### config.mk
export PLATFORM = sky130hd
export DESIGN_NAME = multi_led_blink_controller
export DESIGN_NICKNAME = d
export VERILOG_FILES = /design/src/rtl/lbc_pkg.sv /design/src/rtl/lbc_state_ram.sv /design/src/rtl/lbc_engine.sv /design/src/rtl/multi_led_blink_controller.sv
export SDC_FILE = /design/constraint.sdc
export NUM_CORES = 1
export LEC_CHECK = 0
export ABC_AREA = 1
export CAP_MARGIN = 0
export CORE_MARGIN = 5
export CORE_UTILIZATION = 40
export CTS_CLUSTER_SIZE = 16
export DETAILED_ROUTE_END_ITERATION = 7
export DONT_BUFFER_PORTS = 1
export PLACE_DENSITY = 0.55
export SYNTH_ARGS = -nofsm -noshare
export SYNTH_HDL_FRONTEND = slang
export SYNTH_SLANG_ARGS = --single-unit
### constraint.sdc
create_clock -name clk_i -period 12.85 [get_ports clk_i]
set_input_delay 1.9275 -clock clk_i [delete_from_list [all_inputs] [get_ports clk_i]]
set_output_delay 1.9275 -clock clk_i [all_outputs]
set_load 0.005 [all_outputs]
### src/rtl/lbc_pkg.sv
package lbc_pkg;

  localparam int NumChannels  = 8;
  localparam int ChanBits     = $clog2(NumChannels);
  localparam int TimeBits     = 32;
  localparam int IntervalBits = 32;
  localparam int CountBits    = 16;

  // Channel operating mode; code 3 is undefined and rejected by set requests
  typedef enum logic [1:0] {
    ModeOff   = 2'd0,
    ModeOn    = 2'd1,
    ModeBlink = 2'd2
  } mode_e;

  // Request type codes
  localparam logic ReqService = 1'b0;
  localparam logic ReqSet     = 1'b1;

  // Per-channel blink record kept in the state RAM
  typedef struct packed {
    logic [TimeBits-1:0]     last_toggle;
    logic [IntervalBits-1:0] toggle_interval;
    logic [CountBits-1:0]    blink_limit;
    logic [CountBits-1:0]    blinks_done;
    logic                    phase_flag;
  } chan_rec_t;

  // One accepted request as handed to the engine
  typedef struct packed {
    logic                    req_type;
    logic [ChanBits-1:0]     led_index;
    logic [1:0]              new_mode;
    logic [CountBits-1:0]    blink_total;
    logic [IntervalBits-1:0] interval;
    logic [TimeBits-1:0]     time_now;
  } lbc_req_t;

  // Engine status toward the top level
  typedef struct packed {
    logic idle;
    logic done;
  } eng_status_t;

endpackage

### src/rtl/lbc_state_ram.sv
module lbc_state_ram import lbc_pkg::*; (
  input  logic                clk_i,
  input  logic                we_i,
  input  logic [ChanBits-1:0] waddr_i,
  input  chan_rec_t           wdata_i,
  input  logic                re_i,
  input  logic [ChanBits-1:0] raddr_i,
  output chan_rec_t           rdata_o
);

  chan_rec_t mem [NumChannels];

  // Write port
  always_ff @(posedge clk_i) begin
    if (we_i) begin
      mem[waddr_i] <= wdata_i;
    end
  end

  // Registered read port
  always_ff @(posedge clk_i) begin
    if (re_i) begin
      rdata_o <= mem[raddr_i];
    end
  end

endmodule

### src/rtl/lbc_engine.sv
module lbc_engine import lbc_pkg::*; (
  input  logic                   clk_i,
  input  logic                   rst_ni,
  input  logic                   start_i,
  input  lbc_req_t               req_i,
  input  logic [NumChannels-1:0] enable_i,
  input  logic [NumChannels-1:0] clr_mask_i,
  input  logic                   take_i,
  output eng_status_t            status_o,
  output logic [NumChannels-1:0] level_o,
  output logic [NumChannels-1:0] blink_o
);

  typedef enum logic [1:0] {
    StIdle,
    StScan,
    StHold
  } state_e;

  state_e                 state_q;
  logic [ChanBits:0]      rd_ptr_q;
  logic                   pv_q;
  logic [ChanBits-1:0]    pidx_q;
  logic [TimeBits-1:0]    now_q;
  mode_e                  mode_q [NumChannels];
  logic [NumChannels-1:0] level_q;

  logic                   ram_we;
  logic [ChanBits-1:0]    ram_waddr;
  chan_rec_t              ram_wdata;
  logic                   ram_re;
  chan_rec_t              ram_rdata;

  logic                   set_go;
  logic                   set_ok;
  logic                   svc_go;
  logic                   rd_more;
  logic                   proc_en;
  logic                   fire;
  logic                   limit_hit;
  logic [TimeBits-1:0]    elapsed;
  logic [CountBits-1:0]   done_inc;
  chan_rec_t              set_rec;
  chan_rec_t              upd_rec;

  lbc_state_ram u_ram (
    .clk_i   (clk_i),
    .we_i    (ram_we),
    .waddr_i (ram_waddr),
    .wdata_i (ram_wdata),
    .re_i    (ram_re),
    .raddr_i (rd_ptr_q[ChanBits-1:0]),
    .rdata_o (ram_rdata)
  );

  // Decode the incoming request
  always_comb begin
    set_ok = enable_i[req_i.led_index] &&
             (req_i.new_mode == ModeOff || req_i.new_mode == ModeOn ||
              req_i.new_mode == ModeBlink);
    set_go = (state_q == StIdle) && start_i && (req_i.req_type == ReqSet);
    svc_go = (state_q == StIdle) && start_i && (req_i.req_type == ReqService);
  end

  // Service step: compare elapsed time, toggle phase, count blinks; also build the set record
  always_comb begin
    rd_more   = rd_ptr_q < (ChanBits + 1)'(NumChannels);
    ram_re    = (state_q == StScan) && rd_more;
    proc_en   = (state_q == StScan) && pv_q && enable_i[pidx_q] &&
                (mode_q[pidx_q] == ModeBlink);
    elapsed   = now_q - ram_rdata.last_toggle;
    fire      = elapsed >= ram_rdata.toggle_interval;
    done_inc  = ram_rdata.blinks_done + CountBits'(1);
    limit_hit = (ram_rdata.blink_limit != '0) && (done_inc >= ram_rdata.blink_limit);

    upd_rec             = ram_rdata;
    upd_rec.last_toggle = now_q;
    upd_rec.phase_flag  = !ram_rdata.phase_flag;
    if (!ram_rdata.phase_flag && ram_rdata.blink_limit != '0) begin
      upd_rec.blinks_done = done_inc;
    end

    set_rec.last_toggle     = req_i.time_now;
    set_rec.toggle_interval = req_i.interval;
    set_rec.blink_limit     = req_i.blink_total;
    set_rec.blinks_done     = '0;
    set_rec.phase_flag      = 1'b0;
  end

  // Pick the single RAM write: new blink setup or service write-back
  always_comb begin
    ram_we    = 1'b0;
    ram_waddr = pidx_q;
    ram_wdata = upd_rec;
    if (set_go && set_ok && req_i.new_mode == ModeBlink) begin
      ram_we    = 1'b1;
      ram_waddr = req_i.led_index;
      ram_wdata = set_rec;
    end else if (proc_en && fire) begin
      ram_we = 1'b1;
    end
  end

  // Sequencer, read pipeline and per-channel mode and level flags
  always_ff @(posedge clk_i or negedge rst_ni) begin
    if (!rst_ni) begin
      state_q  <= StIdle;
      rd_ptr_q <= '0;
      pv_q     <= 1'b0;
      pidx_q   <= '0;
      now_q    <= '0;
      level_q  <= '0;
      for (int c = 0; c < NumChannels; c++) begin
        mode_q[c] <= ModeOff;
      end
    end else begin
      unique case (state_q)
        StIdle: begin
          if (svc_go) begin
            state_q  <= StScan;
            rd_ptr_q <= '0;
            pv_q     <= 1'b0;
            now_q    <= req_i.time_now;
          end else if (set_go) begin
            state_q <= StHold;
            if (set_ok) begin
              mode_q[req_i.led_index]  <= mode_e'(req_i.new_mode);
              level_q[req_i.led_index] <= (req_i.new_mode != ModeOff);
            end
          end
        end
        StScan: begin
          pv_q   <= rd_more;
          pidx_q <= rd_ptr_q[ChanBits-1:0];
          if (rd_more) begin
            rd_ptr_q <= rd_ptr_q + (ChanBits + 1)'(1);
          end
          if (proc_en && fire) begin
            level_q[pidx_q] <= ram_rdata.phase_flag;
            if (!ram_rdata.phase_flag && limit_hit) begin
              mode_q[pidx_q] <= ModeOff;
            end
          end
          if (!rd_more && pv_q) begin
            state_q <= StHold;
          end
        end
        StHold: begin
          if (take_i) begin
            state_q <= StIdle;
          end
        end
        default: state_q <= StIdle;
      endcase

      // Drop newly enabled channels to off and dark
      for (int c = 0; c < NumChannels; c++) begin
        if (clr_mask_i[c]) begin
          mode_q[c]  <= ModeOff;
          level_q[c] <= 1'b0;
        end
      end
    end
  end

  // Status and masked views of the flags
  always_comb begin
    status_o.idle = (state_q == StIdle);
    status_o.done = (state_q == StHold);
    for (int c = 0; c < NumChannels; c++) begin
      level_o[c] = level_q[c] & enable_i[c];
      blink_o[c] = (mode_q[c] == ModeBlink) & enable_i[c];
    end
  end

endmodule

### src/rtl/multi_led_blink_controller.sv
// Eight-channel LED blink controller.
// Request channel (in_valid_i / in_ready_o): req_type_i selects a service
// pass (time_now_i only) or a set of one channel's mode (led_index_i,
// new_mode_i, blink_total_i, interval_i, time_now_i).
// Result channel (out_valid_o / out_ready_i): one result per request with
// led_levels_o and blinking_mask_o as they stand after the request.
// Configuration: cfg_we_i writes cfg_data_i into the channel enable mask;
// a newly enabled channel starts off and dark.
// Flow: a set request goes from acceptance to the hold state and then
// into the output register; a service pass first runs the per-channel
// read-modify-write sweep through the state RAM (one channel per cycle,
// registered read). One request is worked on at a time; the next one
// is accepted at the edge after the result has moved into the output
// register.
// Stall: while out_ready_i is low the result holds in the output register
// and one further finished result waits in the engine, which then does not
// accept a new request.
// Reset: all channels off and dark, enable mask cleared, no result pending.
// The state RAM needs no clearing pass.
module multi_led_blink_controller import lbc_pkg::*; (
  input  logic                    clk_i,
  input  logic                    rst_ni,
  input  logic                    in_valid_i,
  output logic                    in_ready_o,
  input  logic                    req_type_i,
  input  logic [ChanBits-1:0]     led_index_i,
  input  logic [1:0]              new_mode_i,
  input  logic [CountBits-1:0]    blink_total_i,
  input  logic [IntervalBits-1:0] interval_i,
  input  logic [TimeBits-1:0]     time_now_i,
  output logic                    out_valid_o,
  input  logic                    out_ready_i,
  output logic [NumChannels-1:0]  led_levels_o,
  output logic [NumChannels-1:0]  blinking_mask_o,
  input  logic                    cfg_we_i,
  input  logic [NumChannels-1:0]  cfg_data_i
);

  logic [NumChannels-1:0] enable_q;
  logic [NumChannels-1:0] clr_mask;
  logic                   out_valid_q;
  logic [NumChannels-1:0] levels_q;
  logic [NumChannels-1:0] blink_q;
  logic                   take;
  lbc_req_t               req;
  eng_status_t            status;
  logic [NumChannels-1:0] eng_level;
  logic [NumChannels-1:0] eng_blink;

  // Pack the request fields
  always_comb begin
    req.req_type    = req_type_i;
    req.led_index   = led_index_i;
    req.new_mode    = new_mode_i;
    req.blink_total = blink_total_i;
    req.interval    = interval_i;
    req.time_now    = time_now_i;
  end

  assign in_ready_o = status.idle;
  assign clr_mask   = cfg_we_i ? (cfg_data_i & ~enable_q) : '0;
  assign take       = status.done && (!out_valid_q || out_ready_i);

  lbc_engine u_engine (
    .clk_i      (clk_i),
    .rst_ni     (rst_ni),
    .start_i    (in_valid_i),
    .req_i      (req),
    .enable_i   (enable_q),
    .clr_mask_i (clr_mask),
    .take_i     (take),
    .status_o   (status),
    .level_o    (eng_level),
    .blink_o    (eng_blink)
  );

  // Hold the enable mask
  always_ff @(posedge clk_i or negedge rst_ni) begin
    if (!rst_ni) begin
      enable_q <= '0;
    end else if (cfg_we_i) begin
      enable_q <= cfg_data_i;
    end
  end

  // Output register: load a finished result, drop it when taken
  always_ff @(posedge clk_i or negedge rst_ni) begin
    if (!rst_ni) begin
      out_valid_q <= 1'b0;
    end else if (take) begin
      out_valid_q <= 1'b1;
    end else if (out_ready_i) begin
      out_valid_q <= 1'b0;
    end
  end

  always_ff @(posedge clk_i) begin
    if (take) begin
      levels_q <= eng_level;
      blink_q  <= eng_blink;
    end
  end

  assign out_valid_o     = out_valid_q;
  assign led_levels_o    = levels_q;
  assign blinking_mask_o = blink_q;

`ifndef SYNTHESIS
  // An accepted request keeps the engine busy in the next cycle
  assert property (@(posedge clk_i) disable iff (!rst_ni)
    in_valid_i && in_ready_o |=> !in_ready_o)
    else $error("engine idle right after accepting a request");

  // A result is loaded only when the output register is free or draining
  assert property (@(posedge clk_i) disable iff (!rst_ni)
    take |-> !out_valid_q || out_ready_i)
    else $error("result loaded over a pending one");

  // Fresh results never show lit or blinking disabled channels
  assert property (@(posedge clk_i) disable iff (!rst_ni)
    take |=> ((levels_q | blink_q) & ~$past(enable_q)) == '0)
    else $error("disabled channel shown active");
`endif

endmodule

Word-level counts from Yosys, hierarchy flattened

Memories as Yosys holds them, arrays and structs flattened. A register that Yosys moved wholly into a read port is not among the register bits.
Cells that the tools add are included.

Bits of input ports: 99
Register bits: 91
Logic and storage cells: 246
Memories kept: 1
Memory bits (writable): 776

Magnitude comparators: 11
Reductions and logical operators: 60
Mux-type cells: 65
$add $sub $neg: 3
Equal/unequal tests: 58
Bitwise operators: 23

Memory list:

| memory             | words | width | rd ports | clocked after Yosys merged registers in | wr ports | RTL line            | source |
|---|---|---|---|---|---|---|---|
| u_engine.u_ram.mem | 8     | 97    | 1        | 1                                       | 1        | lbc_state_ram.sv:11 | `chan_rec_t mem [NumChannels];` |

Operators by type and width:

| operator                                       | number |
|---|---|
| two-way mux 97 bit                             | 1 |
| two-way mux 16 bit                             | 6 |
| != test 3 bit (second input constant)          | 24 |
| != test 3 x 1 -> 1 bit (second input constant) | 17 |
| AND reduction 6 bit                            | 8 |
| two-way mux 8 bit                              | 5 |
| AND reduction 5 bit                            | 8 |
| greater-or-equal comparator 32 bit             | 1 |
| two-way mux 2 bit                              | 16 |
| case mux 16 bit (2 select lines)               | 1 |
| subtractor 32 bit                              | 1 |
| nonzero test 3 bit                             | 8 |
| equality test 2 bit (second input constant)    | 11 |
| logical AND 1 bit                              | 20 |
| two-way mux 1 bit                              | 19 |
| adder 16 x 1 -> 16 bit (second input constant) | 1 |
| bitwise AND 1 bit                              | 16 |
| bitwise AND 16 bit                             | 1 |
| bitwise mux 16 bit                             | 1 |
| bitwise mux 8 bit                              | 2 |
| greater-or-equal comparator 16 bit             | 1 |
| NOT 16 bit                                     | 1 |
| case mux 8 bit (2 select lines)                | 1 |
| nonzero test 16 bit                            | 1 |
| 28 further kinds                               | 49 |

Longest topological paths before layout

Depth after elaboration: 11
Depth in mapped cells: 29

Cells and area by module

Synthesis repeated with hierarchy kept, for this count alone.

Cells, all modules: 4940
Area, all modules: 45906.5 µm²

By module, submodules not included:

| module                     | cells an instance | seq. area each (µm²) | instances | area an instance (µm²) |
|---|---|---|---|---|
| lbc_state_ram              | 3467              | 26215.1              | 1         | 36597.6 |
| lbc_engine                 | 1410              | 1651.6               | 1         | 8431.8 |
| multi_led_blink_controller | 63                | 705.7                | 1         | 877.1 |

Worst setup path after synthesis

OpenSTA, ideal clock, no wires.

Path kind: input port to flip-flop
From: input led_index_i[1]
To: memory u_engine.u_ram.mem[1][0] (netlist name), enable pin
Setup time: 0.554 ns
Stages: 14
Data arrival time: 7.108 ns
Required time: 12.296 ns
Setup slack: 5.188 ns
Path through: buf_2 > inv_1 > nand2_1 > nand2_1 > nand2_1 > nand2_2 > nand2_2 > inv_2 > nand3_2 > buf_6 > buf_6 > o21ai_2 > nand2_2 > nor2_1

Longest elaborated chain between the ends: 8

Ends and longest elaborated chain:

| what                                    | RTL line                         | source |
|---|---|---|
| start: declaration                      | multi_led_blink_controller.sv:26 | `input logic [ChanBits-1:0] led_index_i,` |
| binary-select mux 1 bit (select 3 bit)  | lbc_engine.sv:58                 | `set_ok = enable_i[req_i.led_index] &&` |
| two-way mux 1 bit (not written as such) | lbc_engine.sv:58                 |  |
| logical AND 1 bit                       | lbc_engine.sv:58                 |  |
| logical AND 1 bit (2 in a row)          | lbc_engine.sv:95                 | `if (set_go && set_ok && req_i.new_mode == ModeBlink) begin` |
| two-way mux 1 bit                       | lbc_engine.sv:95                 |  |
| two-way mux 1 bit                       | lbc_state_ram.sv:15              | `if (we_i) begin` |
| two-way mux 1 bit (not written as such) | lbc_state_ram.sv:16              | `mem[waddr_i] <= wdata_i;` |
| end: declaration                        | lbc_state_ram.sv:11              |  |

Parallel ways exist; a longest one is shown, timed or not. The select of a mux whose other input is x is not followed.

Worst setup path in the final report

From: register u_engine.now_q[6]
To: memory u_engine.u_ram.mem[0][92] (netlist name), enable pin

Longest elaborated chain between the ends: 7

Ends and longest elaborated chain:

| what                                    | RTL line            | source |
|---|---|---|
| start: declaration                      | lbc_engine.sv:24    | `logic [TimeBits-1:0] now_q;` |
| start signal: assignment                | lbc_engine.sv:123   | `now_q <= req_i.time_now;` |
| subtractor 32 bit                       | lbc_engine.sv:71    | `elapsed = now_q - ram_rdata.last_toggle;` |
| greater-or-equal comparator 32 bit      | lbc_engine.sv:72    | `fire = elapsed >= ram_rdata.toggle_interval;` |
| logical AND 1 bit                       | lbc_engine.sv:99    | `end else if (proc_en && fire) begin` |
| two-way mux 1 bit                       | lbc_engine.sv:99    |  |
| two-way mux 1 bit                       | lbc_engine.sv:95    |  |
| two-way mux 1 bit                       | lbc_state_ram.sv:15 |  |
| two-way mux 1 bit (not written as such) | lbc_state_ram.sv:16 |  |

Every way passes these cells.

==> summary.txt <==
Finish
  – Layout cells sized above 1: 5.70%
  – Reg area: 0.0286 mm2
  – Most common cell after layout, fill and taps aside: edfxtp_1
  – Layout net count: 3920
  – Area Overhead vs Synth: 10.8%
  – Area of the multi-input gates: 0.0117 mm2
  – Most frequent cells in the layout: edfxtp_1 (889), nor2_1 (790), o21ai_0 (572)
  – FILL cells: 9582
  – Finished Layout Cells: 5205

Pwr
  – Peak supply drop: 0.157 mV
  – Total leakage power: 0.0167 uW
  – Power Dens Cells: 218 mW/mm2

Clocking
  – Clock Sinks: 964
  – Clock Latency Late Sink: 0.69 ns
  – Hold_buf cts: 0
  – # resized after CTS: 0
  – Clock tree buffer depth: 3
  – Setup bufs post-CTS: 0
  – CTS tree: yes
  – Num CTS Buffers: 101
  – Clk Tree Root Cell: clkbuf_16
  – H-tree levels: 3
  – Clock transition at the registers of the reported paths: 0.06 ns

Logic synthesis
  – Area share of and/or/nand/nor cells after synthesis: 12.7%
  – Syn. warnings: 0
  – Compound-Gate Fraction of Synth Area: 11.7%
  – Number of synthesized flops with an enable pin: 889
  – XOR/XNOR share of the synthesized area: 0.731%
  – Adder-cell area share of the yosys netlist: 2.46%
  – Synth Flop Type: edfxtp_1
  – Post-Syn Area: 0.0419 mm2
  – Post-synthesis mux area share: 0%
  – Netlist cell types: 48
  – Seq cells post-synth: 964
  – Syn Area/Cell: 11.1 um2
  – Largest family of logic cells by synthesized area: simple AND/OR/NAND/NOR gates
  – Sequential fraction of the synthesis area: 68.1%
  – Cells after synthesis: 3793
  – Asr flop ratio synth: 7.78%
  – Post-synth net total: 3974

Worst setup path
  – Maximum fanout along the worst path: 39
  – CP startpoint kind: flip-flop
  – Critical Path RT: 13.15 ns
  – Crit end category: flip-flop
  – CP Class: reg2reg
  – CP arrival: 6.58 ns

Global routing
  – GR Util All Layers: 19.5%
  – Initial antenna violation count: 1
  – Overflow after GRT: 0
  – Vias in the first global route: 27100
  – Largest net degree at the start of global routing: 219
  – First-pass GRT wire length: 168000 um

Detailed routing
  – Initial drt markers: 2297
  – Routed vias/inst: 5.32
  – Drt wl/cell: 21.3 um
  – Drt pass-1 iters: 5
  – Antenna-violating nets left: 0
  – DRC: 0
  – DR vias: 27700
  – Final wirelength: 111000 um

STA
  – Fmax: 159 MHz
  – Setup TNS: 0 ns
  – Final setup violation count: 0
  – Worst Skew: 0.0349 ns
  – Worst-Margin Slew: 1.29 ns
  – Final Hold Vio Count: 0
  – Slew headroom: 13.4%
  – Post-layout min period: 6.28 ns
  – Period utilization: 48.8%
  – RSZ-0062 raised after global routing: no
  – Slew Limit Fails: 0

Die
  – Initial Util: 40.4%
  – Row cnt: 118
  – Die height: 334 um
  – I/O Pins: 117
  – Core Box Area: 0.104 mm2
  – Die area: 0.111 mm2
  – Die W: 334 um

Placement
  – DP HPWL: 63800 um
  – GP Congestion: 0.851
  – Placed Cells: 5016
  – Port-buffer cells: 0

Run
  – MaxCap Viol Count: 0

Outcome
  – Status: completed

Worst hold path
  – Hold Crit Class: reg2reg
Yosys cell counts (11+ instances only):
library cell	n	area [um2]
dfrtp_1	75	1880
nand3_1	74	370
clkbuf_1	160	601
inv_1	261	980
xnor2_1	11	96.3
ha_1	81	1010
buf_2	17	85.1
o21ai_0	572	2860
xor2_1	24	210
o22ai_1	103	644
nor2_1	799	3000
a21oi_1	69	345
nand4_1	18	113
nand2_1	412	1550
o21ai_1	11	55.1
nor3_1	22	110
edfxtp_1	889	26700
a31oi_1	100	626
o211ai_1	12	90.1
nand2_2	11	68.8
final timing paths:
path	start	endpoint	slack (ns)	cells after the start
setup / recovery	u_engine.now_q[6]$_DFFE_PN0P_	u_engine.u_ram.mem[0][92]$_DFFE_PP_	6.57	24
hold / removal	u_engine.level_q[5]$_DFFE_PN0P_	u_engine.level_q[5]$_DFFE_PN0P_	0.47	2
setup reg to reg	u_engine.now_q[6]$_DFFE_PN0P_	u_engine.u_ram.mem[0][92]$_DFFE_PP_	6.57	24
hold reg to reg	u_engine.level_q[5]$_DFFE_PN0P_	u_engine.level_q[5]$_DFFE_PN0P_	0.47	2
max in group asynchronous	rst_ni	u_engine.level_q[6]$_DFFE_PN0P_	11.73	0
min in group asynchronous	rst_ni	u_engine.now_q[13]$_DFFE_PN0P_	0.93	0
per-stage QoR:
step	area [um2]	util, %	setup slack [ns]	hold WS, ns	power (uW)
floorplan	41900	-	5.19	0.442	6400
global placement	43300	41.7	6.56	0.455	7350
detailed placement	43300	41.7	6.59	0.459	7380
CTS	46500	44.8	6.58	0.473	10200
global route	46500	44.8	6.11	0.494	10800
finish	46500	44.8	6.57	0.469	10100
where the power goes:
group / switching (uW) / total [uW] / internal, uW
registers: 187 / 4200 / 4020
clock network: 1230 / 2820 / 1590
logic: 2190 / 3110 / 927
total: 3600 / 10100 / 6540
layout make-up:
| class | count | area share (%) |
|---|---|---|
| antenna | 1 | 0.00539 |
| clock buffer | 124 | 5.72 |
| clock inverter | 64 | 1.13 |
| inverter | 267 | 2.20 |
| multi-input combinational | 2372 | 25.1 |
| sequential | 964 | 61.5 |
| tap | 1380 | 3.72 |
| timing repair buffer | 33 | 0.587 |
registers in the layout, summed over array words and instances, names as in the netlist, 4 cells and up:
register                flops
u_engine.level_q            8
enable_q                    8
u_engine.mode_q            16
u_engine.u_ram.mem        776
u_engine.now_q             32
u_engine.rd_ptr_q           4
blinking_mask_o             8
u_engine.u_ram.rdata_o     97
led_levels_o                8
per-layer routing:
metal | GRT usage, % | up-vias | share of wire, %
met2 | 31.8 | 675 | 47
met5 | 0 | - | 0
li1 | - | 13200 | -
met3 | 2.74 | 155 | 4.3
met4 | 5.96 | 0 | 3.0
met1 | 27.2 | 13600 | 46
critical path: stages (launching register included):
cell	delay, ns
dfrtp_1	0.41
ha_1	0.39
nand2_1	0.10
nand2_1	0.07
o21bai_1	0.15
a21oi_1	0.36
inv_1	0.11
a21oi_1	0.31
nand3b_1	0.18
nand2_1	0.06
nand2_1	0.07
nand2_1	0.06
ha_1	0.28
nand2_1	0.07
nor2_1	0.14
nand2_1	0.08
nor2_1	0.10
nand2_1	0.06
nand2_1	0.08
nand2_2	0.17
nand2_2	0.14
o211ai_2	0.24
nor2_4	0.77
buf_4	0.72
buf_4	0.65
cells by family after synthesis:
family          Yosys count
buf+inv                 457
compound gates          902
flops                   964
simple gates           1353
xor+xnor                 35
fa+ha+maj                82
(Power assumes the default switching activity.)
